## src/hw/rtl/approach_distance_light_controller_macros.svh

```systemverilog
// Assertion macros for the approach distance light controller.
`ifndef APPROACH_DISTANCE_LIGHT_CONTROLLER_MACROS_SVH
`define APPROACH_DISTANCE_LIGHT_CONTROLLER_MACROS_SVH

`ifndef SYNTHESIS

// Same-cycle implication under active-low reset.
`define ADLC_ASSERT_SAME(label, clk, rst_n, ante, cons) \
    label: assert property (@(posedge clk) disable iff (!rst_n) (ante) |-> (cons)) \
        else $error("adlc assertion failed");

// Next-cycle implication under active-low reset.
`define ADLC_ASSERT_NEXT(label, clk, rst_n, ante, cons) \
    label: assert property (@(posedge clk) disable iff (!rst_n) (ante) |=> (cons)) \
        else $error("adlc assertion failed");

`else

`define ADLC_ASSERT_SAME(label, clk, rst_n, ante, cons)
`define ADLC_ASSERT_NEXT(label, clk, rst_n, ante, cons)

`endif

`endif

```

## src/hw/rtl/adlc_pkg.sv

```systemverilog
// Types, codes and helpers for the approach distance light controller.
package adlc_pkg;

    localparam int DIST_W  = 16;
    localparam int TIME_W  = 32;
    localparam int MODE_W  = 3;
    localparam int DIR_W   = 2;
    localparam int LIGHT_W = 3;
    localparam int CFG_IDX_W  = 3;
    localparam int CFG_DATA_W = 32;
    localparam int IN_DATA_W  = DIST_W + TIME_W;
    localparam int IN_USER_W  = 2;
    localparam int OUT_DATA_W = MODE_W + DIR_W + LIGHT_W;
    localparam int OUT_USER_W = 1;

    localparam logic [DIST_W-1:0] DIST_MAX = '1;

    localparam logic [MODE_W-1:0] MODE_INIT = 3'd0;
    localparam logic [MODE_W-1:0] MODE_IDLE = 3'd1;
    localparam logic [MODE_W-1:0] MODE_APPR = 3'd2;
    localparam logic [MODE_W-1:0] MODE_RETR = 3'd3;
    localparam logic [MODE_W-1:0] MODE_ERR  = 3'd4;

    localparam logic [DIR_W-1:0] DIR_STOP = 2'd0;
    localparam logic [DIR_W-1:0] DIR_APPR = 2'd1;
    localparam logic [DIR_W-1:0] DIR_RETR = 2'd2;

    localparam logic [LIGHT_W-1:0] LC_NONE   = 3'd0;
    localparam logic [LIGHT_W-1:0] LC_OFF    = 3'd1;
    localparam logic [LIGHT_W-1:0] LC_GREEN  = 3'd2;
    localparam logic [LIGHT_W-1:0] LC_YELLOW = 3'd3;
    localparam logic [LIGHT_W-1:0] LC_RED    = 3'd4;

    localparam logic [CFG_IDX_W-1:0] CFG_MAX_DIST  = 3'd0;
    localparam logic [CFG_IDX_W-1:0] CFG_FAR_DIST  = 3'd1;
    localparam logic [CFG_IDX_W-1:0] CFG_NEAR_DIST = 3'd2;
    localparam logic [CFG_IDX_W-1:0] CFG_MOVE_DIST = 3'd3;
    localparam logic [CFG_IDX_W-1:0] CFG_MOVE_TIME = 3'd4;
    localparam logic [CFG_IDX_W-1:0] CFG_HOLD_TIME = 3'd5;

    typedef enum logic [4:0] {
        ST_INIT = 5'b00001,
        ST_IDLE = 5'b00010,
        ST_APPR = 5'b00100,
        ST_RETR = 5'b01000,
        ST_ERR  = 5'b10000
    } state_t;

    function automatic logic [MODE_W-1:0] mode_code(input state_t st);
        logic [MODE_W-1:0] code;
        case (st)
            ST_INIT: code = MODE_INIT;
            ST_IDLE: code = MODE_IDLE;
            ST_APPR: code = MODE_APPR;
            ST_RETR: code = MODE_RETR;
            default: code = MODE_ERR;
        endcase
        return code;
    endfunction

endpackage

```

## src/hw/rtl/approach_distance_light_controller.sv

```systemverilog
// Top level of the approach distance light controller.
//
//  channel   direction  payload
//  s_axis    in         tdata: distance_mm, time_ms; tuser: out_of_range, lamp_test_ok
//  m_axis    out        tdata: mode, direction, light_cmd; tuser: lamp_test_run
//  cfg       in         cfg_index, cfg_data (always ready)
//
//  One request per cycle sustained while m_axis_tready is high; from s_axis to m_axis:
//  an input register, then one pass of compare and subtract logic into the
//  result register, which also updates state. The input side stalls only when
//  both registers hold requests and m_axis_tready is low. Reset puts the state
//  in initializing, the previous distance at its maximum and the reference time at zero.
`include "approach_distance_light_controller_macros.svh"

module approach_distance_light_controller
(
    input  logic                                   clk,
    input  logic                                   rst_n,
    input  logic                                   s_axis_tvalid,
    output logic                                   s_axis_tready,
    // [15:0] distance_mm, [47:16] time_ms
    input  logic [adlc_pkg::IN_DATA_W-1:0]         s_axis_tdata,
    // [0] out_of_range, [1] lamp_test_ok
    input  logic [adlc_pkg::IN_USER_W-1:0]         s_axis_tuser,
    output logic                                   m_axis_tvalid,
    input  logic                                   m_axis_tready,
    // [2:0] mode, [4:3] direction, [7:5] light_cmd
    output logic [adlc_pkg::OUT_DATA_W-1:0]        m_axis_tdata,
    // [0] lamp_test_run
    output logic [adlc_pkg::OUT_USER_W-1:0]        m_axis_tuser,
    input  logic                                   cfg_valid,
    output logic                                   cfg_ready,
    input  logic [adlc_pkg::CFG_IDX_W-1:0]         cfg_index,
    input  logic [adlc_pkg::CFG_DATA_W-1:0]        cfg_data
);

    logic [adlc_pkg::DIST_W-1:0] max_dist_reg;
    logic [adlc_pkg::DIST_W-1:0] far_dist_reg;
    logic [adlc_pkg::DIST_W-1:0] near_dist_reg;
    logic [adlc_pkg::DIST_W-1:0] move_dist_reg;
    logic [adlc_pkg::TIME_W-1:0] move_time_reg;
    logic [adlc_pkg::TIME_W-1:0] hold_time_reg;

    logic                        in_valid_reg;
    logic [adlc_pkg::DIST_W-1:0] in_dist_reg;
    logic                        in_oor_reg;
    logic [adlc_pkg::TIME_W-1:0] in_time_reg;
    logic                        in_lamp_ok_reg;

    adlc_pkg::state_t            state_reg;
    adlc_pkg::state_t            state_next;
    logic [adlc_pkg::DIST_W-1:0] last_dist_reg;
    logic [adlc_pkg::TIME_W-1:0] ref_time_reg;
    logic [adlc_pkg::TIME_W-1:0] ref_time_next;

    logic                         out_valid_reg;
    logic [adlc_pkg::MODE_W-1:0]  out_mode_reg;
    logic [adlc_pkg::DIR_W-1:0]   out_dir_reg;
    logic [adlc_pkg::LIGHT_W-1:0] out_light_reg;
    logic                         out_lamp_run_reg;

    logic                         advance;
    logic [adlc_pkg::DIST_W-1:0]  dist_eff;
    logic [adlc_pkg::TIME_W-1:0]  dt;
    logic                         positive;
    logic [adlc_pkg::DIST_W-1:0]  mag;
    logic [adlc_pkg::DIR_W-1:0]   dir;
    logic [adlc_pkg::LIGHT_W-1:0] light_pick;
    logic [adlc_pkg::LIGHT_W-1:0] light_next;
    logic                         lamp_run_next;

    assign advance       = in_valid_reg && (!out_valid_reg || m_axis_tready);
    assign s_axis_tready = !in_valid_reg || advance;
    assign cfg_ready     = 1'b1;

    assign m_axis_tvalid = out_valid_reg;
    assign m_axis_tdata  = {out_light_reg, out_dir_reg, out_mode_reg};
    assign m_axis_tuser  = out_lamp_run_reg;

    // Configuration registers
    always_ff @(posedge clk or negedge rst_n)
    begin
        if (!rst_n)
        begin
            max_dist_reg  <= '0;
            far_dist_reg  <= '0;
            near_dist_reg <= '0;
            move_dist_reg <= '0;
            move_time_reg <= '0;
            hold_time_reg <= '0;
        end
        else if (cfg_valid && cfg_ready)
        begin
            case (cfg_index)
                adlc_pkg::CFG_MAX_DIST:  max_dist_reg  <= cfg_data[adlc_pkg::DIST_W-1:0];
                adlc_pkg::CFG_FAR_DIST:  far_dist_reg  <= cfg_data[adlc_pkg::DIST_W-1:0];
                adlc_pkg::CFG_NEAR_DIST: near_dist_reg <= cfg_data[adlc_pkg::DIST_W-1:0];
                adlc_pkg::CFG_MOVE_DIST: move_dist_reg <= cfg_data[adlc_pkg::DIST_W-1:0];
                adlc_pkg::CFG_MOVE_TIME: move_time_reg <= cfg_data[adlc_pkg::TIME_W-1:0];
                adlc_pkg::CFG_HOLD_TIME: hold_time_reg <= cfg_data[adlc_pkg::TIME_W-1:0];
                default: ;
            endcase
        end
    end

    // Input register
    always_ff @(posedge clk or negedge rst_n)
    begin
        if (!rst_n)
        begin
            in_valid_reg <= 1'b0;
        end
        else if (s_axis_tready)
        begin
            in_valid_reg <= s_axis_tvalid;
        end
    end

    always_ff @(posedge clk)
    begin
        if (s_axis_tvalid && s_axis_tready)
        begin
            in_dist_reg    <= s_axis_tdata[adlc_pkg::DIST_W-1:0];
            in_time_reg    <= s_axis_tdata[adlc_pkg::IN_DATA_W-1:adlc_pkg::DIST_W];
            in_oor_reg     <= s_axis_tuser[0];
            in_lamp_ok_reg <= s_axis_tuser[1];
        end
    end

    always_comb
    begin
        dist_eff = in_oor_reg ? adlc_pkg::DIST_MAX : in_dist_reg;
        dt       = in_time_reg - ref_time_reg;
        positive = dist_eff > last_dist_reg;
        mag      = positive ? (dist_eff - last_dist_reg) : (last_dist_reg - dist_eff);

        dir = adlc_pkg::DIR_STOP;
        if ((dt > move_time_reg) && (mag > move_dist_reg))
        begin
            dir = positive ? adlc_pkg::DIR_RETR : adlc_pkg::DIR_APPR;
        end

        if (dist_eff > max_dist_reg)
            light_pick = adlc_pkg::LC_OFF;
        else if (dist_eff > far_dist_reg)
            light_pick = adlc_pkg::LC_GREEN;
        else if (dist_eff > near_dist_reg)
            light_pick = adlc_pkg::LC_YELLOW;
        else
            light_pick = adlc_pkg::LC_RED;

        state_next    = state_reg;
        ref_time_next = ref_time_reg;
        light_next    = adlc_pkg::LC_NONE;
        lamp_run_next = 1'b0;

        case (state_reg)
            adlc_pkg::ST_INIT:
            begin
                ref_time_next = in_time_reg;
                lamp_run_next = 1'b1;
                state_next    = in_lamp_ok_reg ? adlc_pkg::ST_IDLE : adlc_pkg::ST_ERR;
            end
            adlc_pkg::ST_IDLE:
            begin
                ref_time_next = in_time_reg;
                if (dir == adlc_pkg::DIR_STOP)
                    light_next = adlc_pkg::LC_OFF;
                else
                    state_next = (dir == adlc_pkg::DIR_RETR) ? adlc_pkg::ST_RETR
                                                              : adlc_pkg::ST_APPR;
            end
            adlc_pkg::ST_APPR, adlc_pkg::ST_RETR:
            begin
                light_next = light_pick;
                if (dir == adlc_pkg::DIR_STOP)
                begin
                    if (dt > hold_time_reg)
                    begin
                        light_next = adlc_pkg::LC_OFF;
                        state_next = adlc_pkg::ST_IDLE;
                    end
                end
                else
                begin
                    ref_time_next = in_time_reg;
                    state_next    = (dir == adlc_pkg::DIR_RETR) ? adlc_pkg::ST_RETR
                                                                 : adlc_pkg::ST_APPR;
                end
            end
            adlc_pkg::ST_ERR:
            begin
                state_next = adlc_pkg::ST_ERR;
            end
            default:
            begin
                state_next = adlc_pkg::ST_ERR;
            end
        endcase
    end

    // State and result register
    always_ff @(posedge clk or negedge rst_n)
    begin
        if (!rst_n)
        begin
            state_reg     <= adlc_pkg::ST_INIT;
            last_dist_reg <= adlc_pkg::DIST_MAX;
            ref_time_reg  <= '0;
            out_valid_reg <= 1'b0;
        end
        else
        begin
            if (advance)
            begin
                state_reg     <= state_next;
                last_dist_reg <= dist_eff;
                ref_time_reg  <= ref_time_next;
                out_valid_reg <= 1'b1;
            end
            else if (m_axis_tready)
            begin
                out_valid_reg <= 1'b0;
            end
        end
    end

    always_ff @(posedge clk)
    begin
        if (advance)
        begin
            out_mode_reg     <= adlc_pkg::mode_code(state_next);
            out_dir_reg      <= dir;
            out_light_reg    <= light_next;
            out_lamp_run_reg <= lamp_run_next;
        end
    end

    `ADLC_ASSERT_NEXT(a_err_sticky, clk, rst_n, state_reg == adlc_pkg::ST_ERR,
        state_reg == adlc_pkg::ST_ERR)
    `ADLC_ASSERT_SAME(a_lamp_run_mode, clk, rst_n, out_valid_reg && out_lamp_run_reg,
        out_mode_reg == adlc_pkg::MODE_IDLE || out_mode_reg == adlc_pkg::MODE_ERR)
    `ADLC_ASSERT_SAME(a_light_in_motion, clk, rst_n,
        out_valid_reg && (out_light_reg == adlc_pkg::LC_GREEN
            || out_light_reg == adlc_pkg::LC_YELLOW || out_light_reg == adlc_pkg::LC_RED),
        out_mode_reg == adlc_pkg::MODE_APPR || out_mode_reg == adlc_pkg::MODE_RETR)
    `ADLC_ASSERT_NEXT(a_no_result_from_empty, clk, rst_n, !in_valid_reg && !out_valid_reg,
        !out_valid_reg)
    `ADLC_ASSERT_SAME(a_dir_code, clk, rst_n, out_valid_reg,
        out_dir_reg == adlc_pkg::DIR_STOP || out_dir_reg == adlc_pkg::DIR_APPR
            || out_dir_reg == adlc_pkg::DIR_RETR)

endmodule
```

## config.mk

```make
export PLATFORM = sky130hd
export DESIGN_NAME = approach_distance_light_controller
export DESIGN_NICKNAME = d
export VERILOG_FILES = /design/src/hw/rtl/adlc_pkg.sv /design/src/hw/rtl/approach_distance_light_controller.sv
export VERILOG_INCLUDE_DIRS = /design/src /design/src/hw/rtl
export SDC_FILE = /design/constraint.sdc
export NUM_CORES = 1
export LEC_CHECK = 0
export BUFFER_PORTS_ARGS = -buffer_cell sky130_fd_sc_hd__buf_2
export CORE_MARGIN = 4
export CORE_UTILIZATION = 55
export DETAILED_ROUTE_END_ITERATION = 10
export PLACE_DENSITY = 0.82
export SYNTH_ARGS = -nofsm -noshare
export SYNTH_HDL_FRONTEND = slang
export SYNTH_SLANG_ARGS = --single-unit
```

## constraint.sdc

```tcl
create_clock -name clk -period 10 [get_ports clk]
set_clock_uncertainty 0.1 [all_clocks]
set_input_delay 2.5 -clock clk [delete_from_list [all_inputs] [get_ports clk]]
set_output_delay 2.5 -clock clk [all_outputs]
set_load 0.01 [all_outputs]
```

==> results of run 1 <==
==> power by group <==
group / internal (uW) / total (uW) / switching [uW]
Sequential: 1250 / 1350 / 104
Combinational: 1020 / 2360 / 1340
Clock: 589 / 995 / 406
Total: 2860 / 4710 / 1850
==> synth_stat cells (all sizes together), types with 19 or more instances <==
cell	n	area share, %
dfrtp	166	28
nand4	31	1.3
xnor2	29	1.7
o21ai	136	4.5
nand3	19	0.63
inv	202	5.0
nor2	45	1.1
ha	190	16
nand2	138	3.4
nor3	21	0.70
edfxtp	59	12
mux2	87	6.5
a21o	43	2.1
clkbuf	37	0.92
a21oi	78	2.6
==> kinds of logic (layout without fill, tap and decap cells) <==
group / after synthesis / count (layout) / share of synthesized area, %
xor+xnor: 44 / 44 / 2.563
mux: 95 / 95 / 7.047
other cells: 1 / 1 / 0.02494
compound gates: 356 / 356 / 14.53
simple gates: 337 / 337 / 11.08
flops: 242 / 242 / 42.37
fa+ha+maj: 193 / 193 / 16.21
buf+inv: 245 / 362 / 6.174
==> critical path: cells and delay by family, from the launching register on <==
family / cells / cell delay [ns]
flops: 1 / 0.65
simple gates: 8 / 1.67
compound gates: 4 / 1.02
buf+inv: 4 / 1.02
mux: 2 / 0.69
fa+ha+maj: 2 / 0.74
xor+xnor: 1 / 0.18
==> final timing paths <==
path,slack [ns],end
max,3.77,ref_time_reg[7]
min,0.40,last_dist_reg[4]
max reg2reg,3.77,ref_time_reg[7]
min reg2reg,0.40,last_dist_reg[4]
max in group asynchronous,6.01,max_dist_reg[13]
min in group asynchronous,1.81,max_dist_reg[4]
==> cells in the final DEF, fill, tap and decap left out, types with 4 or more instances in the layout <==
master / instances
a2111oi_0: 4
a211o_1: 5
a211oi_1: 15
a21o_1: 43
a21oi_1: 77
a221oi_1: 4
a31oi_1: 11
and2_1: 5
and3_1: 9
buf_2: 99
buf_4: 10
clkbuf_1: 6
clkbuf_16: 27
clkinv_1: 6
clkinv_2: 4
dfrtp_1: 166
dfstp_2: 17
edfxtp_1: 59
ha_1: 190
inv_1: 202
mux2_2: 87
mux2i_1: 8
nand2_1: 138
nand2b_1: 11
nand3_1: 19
nand4_1: 31
nor2_1: 45
nor2b_1: 17
nor3_1: 20
o211ai_1: 9
o21a_1: 10
o21ai_0: 136
o31ai_1: 5
or2_2: 8
or3_1: 6
or4_1: 4
xnor2_1: 29
xor2_1: 15
==> per-stage QoR <==
| stage | cells | cell area, um^2 |
|---|---|---|
| 2_1_floorplan | 1513 | 15040 |
| 5_1_grt | 1971 | 16790 |
| 3_5_place_dp | 1921 | 15900 |
| 4_1_cts | 1971 | 16790 |
| 3_3_place_gp | 1921 | 15900 |
| 6_report | 1971 | 16790 |
==> layer usage <==
metal	up-vias	track usage (%)	share of wire, %
met3	62	2.726	5.2
met2	312	39.47	47
met5	-	0	0
met4	0	6.585	2.9
li1	5519	-	-
met1	5506	32.69	45
==> cell type report <==
class	count	share of cell area (%)
multi-input combinational	1026	46.24
inverter	202	4.516
clock buffer	35	4.323
clock inverter	15	0.9614
sequential	242	37.96
timing repair buffer	110	3.465
tap	341	2.541
==> metrics, run 1 <==
detail-routed net length per standard cell=18.08 um; chip height=173.4 um; Crit. End Element=flip-flop; HP Class=flip-flop to flip-flop; fin crit period=6.232 ns; slowest stage cell, crit path=edfxtp_1; Vias=11399; row count=60; clock buffer count from CTS=27; Cell Pwr Density=280.5 nW/um^2; Worst Path Max Fanout=32; CP Data Arrival Time=6.56 ns; H-tree Lvls=1; CP Class=flip-flop to flip-flop; remaining global-route overflow=0; worst path cell trace=nor2_1 > inv_1 > ha_1 > and3_1 > nor4bb_1 > mux2_2 > a21oi_2 > buf_4 > inv_1 > a2111oi_0 > o32ai_1 > xor2_1 > ha_1 > nand4_1 > or2_2 > nor3_1 > nor2_1 > nor4b_1 > o31ai_4 > buf_4 > mux2_2; Yosys reg bits=242; status=finished, final reports clean; final worst slack=3.768 ns; critical path data required time=10.33 ns; DRT Pass-1 Iters=5; worst-margin pin slew=1.211 ns; CTS tree=done; Synth Instances=1513; Final #Nets=1892; share of layout cells above drive strength 1=16.87%; Die Area=30050 um^2; Tcrit/Tclk final=62.32%; Crit path largest cell delay=0.65 ns; FFs w/ async S/R, synth=75.62%; Worst Setup Start Kind=flip-flop; area of the multi-input gates=7762 um^2; VDD IR-drop max=0.0001899 V; CTS Sinks=242; Filler cells=2163; DP Wirelength=26.91 mm; Vias/cell=5.783; number of port buffers=100; Static Leak=0.007907 uW; Distinct cells, synth=73; IO Count=102; post-synthesis area per instance=9.939 um^2; antenna-violating nets left=0; Initial Util=55.80%; overall global routing resource usage=23.57%; Ys Warns=0; worst relative slew slack=19.28%; RSZ-0062 raised after global routing=no; cts repair resizes=0; pin count of the biggest net entering global routing=69; Hold WS=0.3996 ns; Core Footprint=26950 um^2; Post-synth EDFFs=59; Max Clk Rate=160.5 MHz; top_reg_cell synth=dfrtp_1; Final Setup Violations=0; initial drt markers=752; clk_lat worst skew=0.56 ns; Overall Power=4708 uW; first-pass GRT wire length=58.54 mm; Clk pin slew, worst setup/hold paths=0.06 ns; post-synthesis sequential area ratio=42.37%; Final Hold Violating Endpoints=0; vias in the first global route=11594; hold_sp=last_dist_reg[4]; setup bufs post-CTS=0; clock buffer depth=3; Area growth, synth to finish=11.64%; crit path from=in_oor_reg; reg2reg start=in_oor_reg; initial antenna violation count=0; worst slack, placed=3.854 ns; Die X=173.4 um; FF/Latch Area=6372 um^2; hold buffer count at cts=0; setup TNS=0 ns; R2R depth=21; routability congestion estimate=0.9268; Post-Syn Area=15040 um^2; clock root cell=clkbuf_16; Post-Syn Nets=1796; diodes inserted=0; Cells on Worst Hold Path=2; Final Core Density=62.29%; Max Cap Viol=0; Slew Viols, Final=0; DR DRC count=0; WL final=35.64 mm
No activity file was read; power rests on OpenSTA's default activity.
==> run 2: changes to the inputs <==
--- a/config.mk
+++ b/config.mk
@@ -10,7 +10,7 @@
 export CORE_MARGIN = 4
 export CORE_UTILIZATION = 55
 export DETAILED_ROUTE_END_ITERATION = 10
-export PLACE_DENSITY = 0.82
+export PLACE_DENSITY = 0.84
 export SYNTH_ARGS = -nofsm -noshare
 export SYNTH_HDL_FRONTEND = slang
 export SYNTH_SLANG_ARGS = --single-unit
==> constraint.sdc (replaced) <==
create_clock -name clk -period 5.7 [get_ports clk]
set_clock_uncertainty 0.1 [all_clocks]
set_input_delay 1.425 -clock clk [delete_from_list [all_inputs] [get_ports clk]]
set_output_delay 1.425 -clock clk [all_outputs]
set_load 0.01 [all_outputs]
==> run 2 against run 1 <==
  * Sequential share of layout area down 1.0 points
  * Count of clock-buffer cells in the layout down 3
  * Design area up 2.8%
  * Die area unchanged
  * Clock power up 74%
  * Final cell count up 1.8%
  * Highest routed layer unchanged
==> metrics, run 2 (synthesis results as in run 1) <==
Die X=173.4 um (unchanged); routability congestion estimate=0.9172 (-1.0%); sink of the worst hold path=last_dist_reg[3]; most common cell after layout, fill and taps aside=inv_1; Top Layer Used=met4; internal power=5139 uW (+80%); Worst Path Max Fanout=28 (-13%); IO Count=102 (unchanged); Clk pin slew, worst setup/hold paths=0.06 ns (about the same); CTS Sinks=242 (unchanged); Inst Count DP=1955 (+1.8%); Core Footprint=26950 um^2 (unchanged); detail-routed net length per standard cell=17.15 um (-5.1%); Logic pwr share=51.5% (+1.3 points); worst path cell trace=buf_12 > nor2_1 > inv_1 > ha_2 > and3_1 > nor4bb_1 > mux2_2 > a21oi_2 > buf_12 > o31ai_2 > buf_4 > o221ai_1 > xor2_1 > ha_1 > nand4_1 > or2_2 > o22ai_1 > nor4b_2 > or4_4 > or3b_4 > nand4_1; hold_sp=last_dist_reg[3]; Die Area=30050 um^2 (unchanged); Area growth, synth to finish=14.80%; pin count of the biggest net entering global routing=100 (+45%); CP Class=flip-flop to flip-flop; Sw Ratio=39.12% (-0.15 points); DRT Pass-1 Iters=5 (unchanged); clock root cell=clkbuf_16; worst relative slew slack=36.71% (+17 points); Crit. End Element=flip-flop; Metal-1 WL=15.25 mm (-4.4%); antenna-violating nets left=0 (unchanged); Final #Nets=1927 (+1.8%); Hold WS=0.3942 ns (-0.005396 ns); remaining global-route overflow=0 (unchanged); reg2reg setup slack=0.16 ns (-3.61 ns); Worst Setup Start Kind=flip-flop; DP Wirelength=25.94 mm (-3.6%); reg2reg start=in_oor_reg; chip height=173.4 um (unchanged); VDD IR-drop max=0.0003474 V (+83%); critical path data required time=6.01 ns (-4.32 ns); Static Leak=0.008114 uW (+2.6%); R2R depth=21 (unchanged); Final Setup Violations=0 (unchanged); final worst slack=0.1598 ns (-3.608 ns); Design Area, Final=17260 um^2 (+2.8%); RR Endpoint=out_mode_reg[0]; DR DRC count=0 (unchanged); initial antenna violation count=1 (+1); Slew Viols, Final=0 (unchanged); Final Non-Filler Cells=2007 (+1.8%); area post-placement=16210 um^2 (+1.9%); switching pwr=3301 uW (+79%); Cells on Worst Hold Path=2 (unchanged); CTS tree=done; Final Hold Violating Endpoints=0 (unchanged); sequential share of power=28.0% (-0.7 points); status=finished, final reports clean; overall global routing resource usage=22.59% (-0.97 points); DR WL met2=16.40 mm (-2.3%); slowest stage cell, crit path=or4_4; CP Data Arrival Time=5.85 ns (-0.71 ns); Vias=11434 (+0.31%); Initial Util=55.80% (unchanged); number of port buffers=100 (unchanged); share of layout cells above drive strength 1=20.48% (+3.6 points); initial drt markers=715 (-4.9%); Max Cap Viol=0 (unchanged); Crit path largest cell delay=0.57 ns (-0.08 ns); clock buffer depth=3 (unchanged); vias in the first global route=11659 (+0.56%); met3 wire length=1.689 mm (-8.9%); hold buffer count at cts=0 (unchanged); HP Class=flip-flop to flip-flop; Vias/cell=5.697 (-1.5%); clk_lat worst skew=0.55 ns (about the same); clock buffer count from CTS=27 (unchanged); H-tree Lvls=1 (unchanged); Clk pwr share=20.5% (-0.6 points); fin crit period=5.540 ns (-0.6919 ns); commonest cells after routing, fill and taps aside=202 x inv_1, 186 x ha_1, 166 x dfrtp_1; worst slack, placed=-0.1075 ns (-3.962 ns); Max Clk Rate=180.5 MHz (+12%); Filler cells=2088 (-3.5%); Tcrit/Tclk final=97.20% (+35 points); WL final=34.43 mm (-3.4%); first-pass GRT wire length=56.86 mm (-2.9%); row count=60 (unchanged); worst-margin pin slew=0.9493 ns (-0.2615 ns); Cell Pwr Density=488.9 nW/um^2 (+74%)
## run 2: metrics by stage
stage / utilization [%] / setup TNS, ns / total power [uW]
after floorplan: - / 0 / 5413
after global placement: 60.13 / 0 / 6339
after detailed placement: 60.13 / -2.565 / 6549
after CTS: 63.50 / 0 / 8357
after global routing: 64.06 / -0.01107 / 9106
final: 64.06 / 0 / 8440
## run 2: cell type report
type	count	area [um^2]	share of cell area, %
sequential	242	6372	36.91
clock buffer	32	704.4	4.080
inverter	202	758.2	4.392
antenna	1	2.502	0.01449
multi-input combinational	1026	7925	45.91
tap	341	426.7	2.471
clock inverter	18	180.2	1.044
timing repair buffer	145	894.6	5.182
## run 2: what timing repair did
action | 4_1_cts | 5_1_grt
pin swaps | 0 | 12
setup endpoints to repair | 40 | 42
buffers inserted | 0 | 1
gates resized for setup | 5 | 34
## run 2: metal layers
| layer | track usage (%) | vias up |
|---|---|---|
| li1 | - | 5585 |
| met1 | 30.57 | 5489 |
| met2 | 38.36 | 290 |
| met3 | 2.530 | 70 |
| met4 | 7.117 | 0 |
| met5 | 0 | - |
## run 2: worst max-delay path, delay by kind of cell, from the launching register on
family / cells / cell delay [ns]
AOI/OAI and AO/OA: 4 / 0.75
xor gates and xnor gates: 1 / 0.18
adders and majority gates: 2 / 0.70
buffers and inverters: 4 / 0.63
DFF: 1 / 0.42
muxes: 1 / 0.25
and+or+nand+nor: 9 / 2.36
## run 2: worst max-delay path by stage
stage	end	depth (start not counted)	start
6_report	out_mode_reg[0]	21	in_oor_reg
5_1_grt	out_mode_reg[0]	21	in_oor_reg
4_1_cts	out_mode_reg[0]	21	in_oor_reg
3_5_place_dp	out_mode_reg[0]	18	in_time_reg[1]
3_3_place_gp	out_mode_reg[0]	18	in_time_reg[1]
2_1_floorplan	ref_time_reg[10]	24	in_oor_reg
## run 2: power by group through the flow
stage / Clock, uW / Sequential (uW) / Combinational [uW]
2_1_floorplan: 0 / 2350 / 3070
3_3_place_gp: 0 / 2370 / 3970
3_5_place_dp: 0 / 2390 / 4160
4_1_cts: 1770 / 2370 / 4220
5_1_grt: 1840 / 2410 / 4850
6_report: 1730 / 2360 / 4350
==> run 3: changes to the inputs <==
--- a/config.mk
+++ b/config.mk
@@ -8,9 +8,10 @@
 export LEC_CHECK = 0
 export BUFFER_PORTS_ARGS = -buffer_cell sky130_fd_sc_hd__buf_2
 export CORE_MARGIN = 4
-export CORE_UTILIZATION = 55
+export CORE_UTILIZATION = 56
 export DETAILED_ROUTE_END_ITERATION = 10
-export PLACE_DENSITY = 0.84
+export PLACE_DENSITY = 0.86
+export SKIP_LAST_GASP = 1
 export SYNTH_ARGS = -nofsm -noshare
 export SYNTH_HDL_FRONTEND = slang
 export SYNTH_SLANG_ARGS = --single-unit
==> run 3 against run 2 <==
  * Critical path depth fell by 2
  * Combinational power hardly changed
  * Count of clock-buffer cells in the layout increased by 2
  * Core utilization grew 1.3 points
  * Highest routed layer unchanged
==> metrics, run 3 (synthesis results as in run 1) <==
Cell Pwr Density=488.5 nW/um^2 (about the same); antenna-violating nets left=0 (unchanged); RR Endpoint=out_light_reg[1]; reg2reg setup slack=0.19 ns (+0.03 ns); DR DRC count=0 (unchanged); hold buffer count at cts=0 (unchanged); Design Area, Final=17130 um^2 (-0.78%); reg2reg start=in_time_reg[11]; Tcrit/Tclk final=96.62% (-0.57 points); WL final=34.41 mm (about the same); routability congestion estimate=0.9312 (+1.5%); worst-margin pin slew=1.023 ns (+0.07399 ns); CTS tree=done; Overall Power=8368 uW (-0.86%); Top Layer Used=met4; first-pass GRT wire length=56.18 mm (-1.2%); R2R depth=19 (-9.5%); row count=59 (-1.7%); Max Clk Rate=181.6 MHz (+0.59%); detail-routed net length per standard cell=17.35 um (+1.1%); HP Class=flip-flop to flip-flop; CP Data Arrival Time=5.76 ns (-0.09 ns); Crit. End Element=flip-flop; Area growth, synth to finish=13.90%; Final Core Density=65.36% (+1.3 points); Worst Path Max Fanout=7 (-75%); Cells on Worst Hold Path=2 (unchanged); chip height=171.9 um (-0.86%); share of layout cells above drive strength 1=20.33% (-0.15 points); met3 wire length=1.720 mm (+1.8%); Vias/cell=5.725 (+0.50%); initial antenna violation count=1 (unchanged); status=finished, final reports clean; Max Cap Viol=0 (unchanged); Final Hold Violating Endpoints=0 (unchanged); worst relative slew slack=31.78% (-4.9 points); Static Leak=0.008006 uW (-1.3%); clk_lat worst skew=0.54 ns (about the same); Vias=11359 (-0.66%); hold_sp=last_dist_reg[9]; Core Footprint=26210 um^2 (-2.8%); DR WL met2=16.60 mm (+1.2%); commonest cells after routing, fill and taps aside=196 x inv_1, 183 x ha_1, 166 x dfrtp_1; pin count of the biggest net entering global routing=142 (+42%); clock root cell=clkbuf_16; critical path data required time=5.95 ns (-0.06 ns); IO Count=102 (unchanged); sink of the worst hold path=last_dist_reg[9]; clock buffer depth=3 (unchanged); setup TNS=0 ns (unchanged); vias in the first global route=11515 (-1.2%); Final Setup Violations=0 (unchanged); H-tree Lvls=1 (unchanged); number of port buffers=100 (unchanged); Hold WS=0.3947 ns (+0.0005470 ns); DRT Pass-1 Iters=6 (+1); clock buffer count from CTS=26 (-3.7%); Metal-1 WL=15.25 mm (about the same); fin crit period=5.508 ns (-0.03268 ns); initial drt markers=712 (-0.42%); Die X=171.9 um (-0.86%); CP Class=flip-flop to flip-flop; Worst Setup Start Kind=flip-flop; remaining global-route overflow=0 (unchanged); overall global routing resource usage=23.20% (+0.61 points); Slew Viols, Final=0 (unchanged); Die Area=29540 um^2 (-1.7%); Final #Nets=1911 (-0.83%); Initial Util=57.38% (+1.6 points); CTS Sinks=242 (unchanged); DP Wirelength=25.93 mm (about the same); Clk pin slew, worst setup/hold paths=0.06 ns (about the same); most common cell after layout, fill and taps aside=inv_1; VDD IR-drop max=0.0003731 V (+7.4%); area post-placement=16060 um^2 (-0.90%)
## run 3: changes by cell type in the layout (fill, tap and decap cells not counted), sizes merged
cell      before  now
buf          145  130
clkbuf        32   34
clkinv        12   10
clkinvlp       2    1
inv          203  202
## run 3: layer usage
metal | vias to the layer above | global-route usage (%)
met4 | 0 | 5.400
met2 | 305 | 40.19
li1 | 5555 | -
met1 | 5444 | 31.57
met3 | 55 | 2.652
met5 | - | 0
## run 3: per-stage QoR
stage | setup slack (ns) | std cells
after detailed placement | -0.2044 | 1934
after floorplan | 0.06722 | 1513
after global placement | -0.08566 | 1934
final | 0.1925 | 1984
after CTS | 0.03638 | 1982
after global routing | -0.04693 | 1984
## run 3: how the worst max path moves through the flow
stage	startpoint	end	slack [ns]	cells past startpoint
after floorplan	in_oor_reg	ref_time_reg[10]	0.07	24
after global placement	in_time_reg[1]	out_mode_reg[0]	-0.09	18
after detailed placement	in_time_reg[1]	ref_time_reg[19]	-0.20	19
after CTS	in_oor_reg	out_light_reg[1]	0.04	22
after global routing	in_oor_reg	out_light_reg[1]	-0.05	21
final	in_time_reg[11]	out_light_reg[1]	0.19	19
## run 3: power breakdown
part           total [uW]  leakage, uW  internal (uW)  switching (uW)
sequential           2370      0.00275           2190             178
clock                1660     0.000406            987             674
combinational        4340      0.00485           1920            2420
## run 3: area by class of cell
type	instances	area, um^2
Timing Repair Buffer	130	764.5
Inverter	202	758.2
Antenna cell	1	2.502
Multi-Input combinational cell	1026	7970
Clock inverter	14	151.4
Tap cell	335	419.2
Sequential cell	242	6372
Fill cell	2045	9077
Clock buffer	34	690.7
## run 3: worst max-delay path, cell delays in order, from the launching register on
cell,delay (ns)
edfxtp_1,0.39
ha_1,0.37
o21a_1,0.20
o211ai_1,0.23
buf_4,0.17
a2111oi_4,0.05
o31ai_1,0.29
buf_4,0.18
a31oi_1,0.12
o21ai_2,0.23
mux2i_1,0.21
nand4_1,0.17
ha_1,0.35
nand4_1,0.15
or4_4,0.58
o31a_1,0.31
o211a_1,0.17
or4_4,0.54
nor2b_2,0.20
nor4b_2,0.29
## run 3: timing repair
action / in CTS / in global routing
setup buffers: 0 / 1
resized for setup: 4 / 53
endpoints found under the setup margin: 41 / 42
pin swaps: 1 / 11
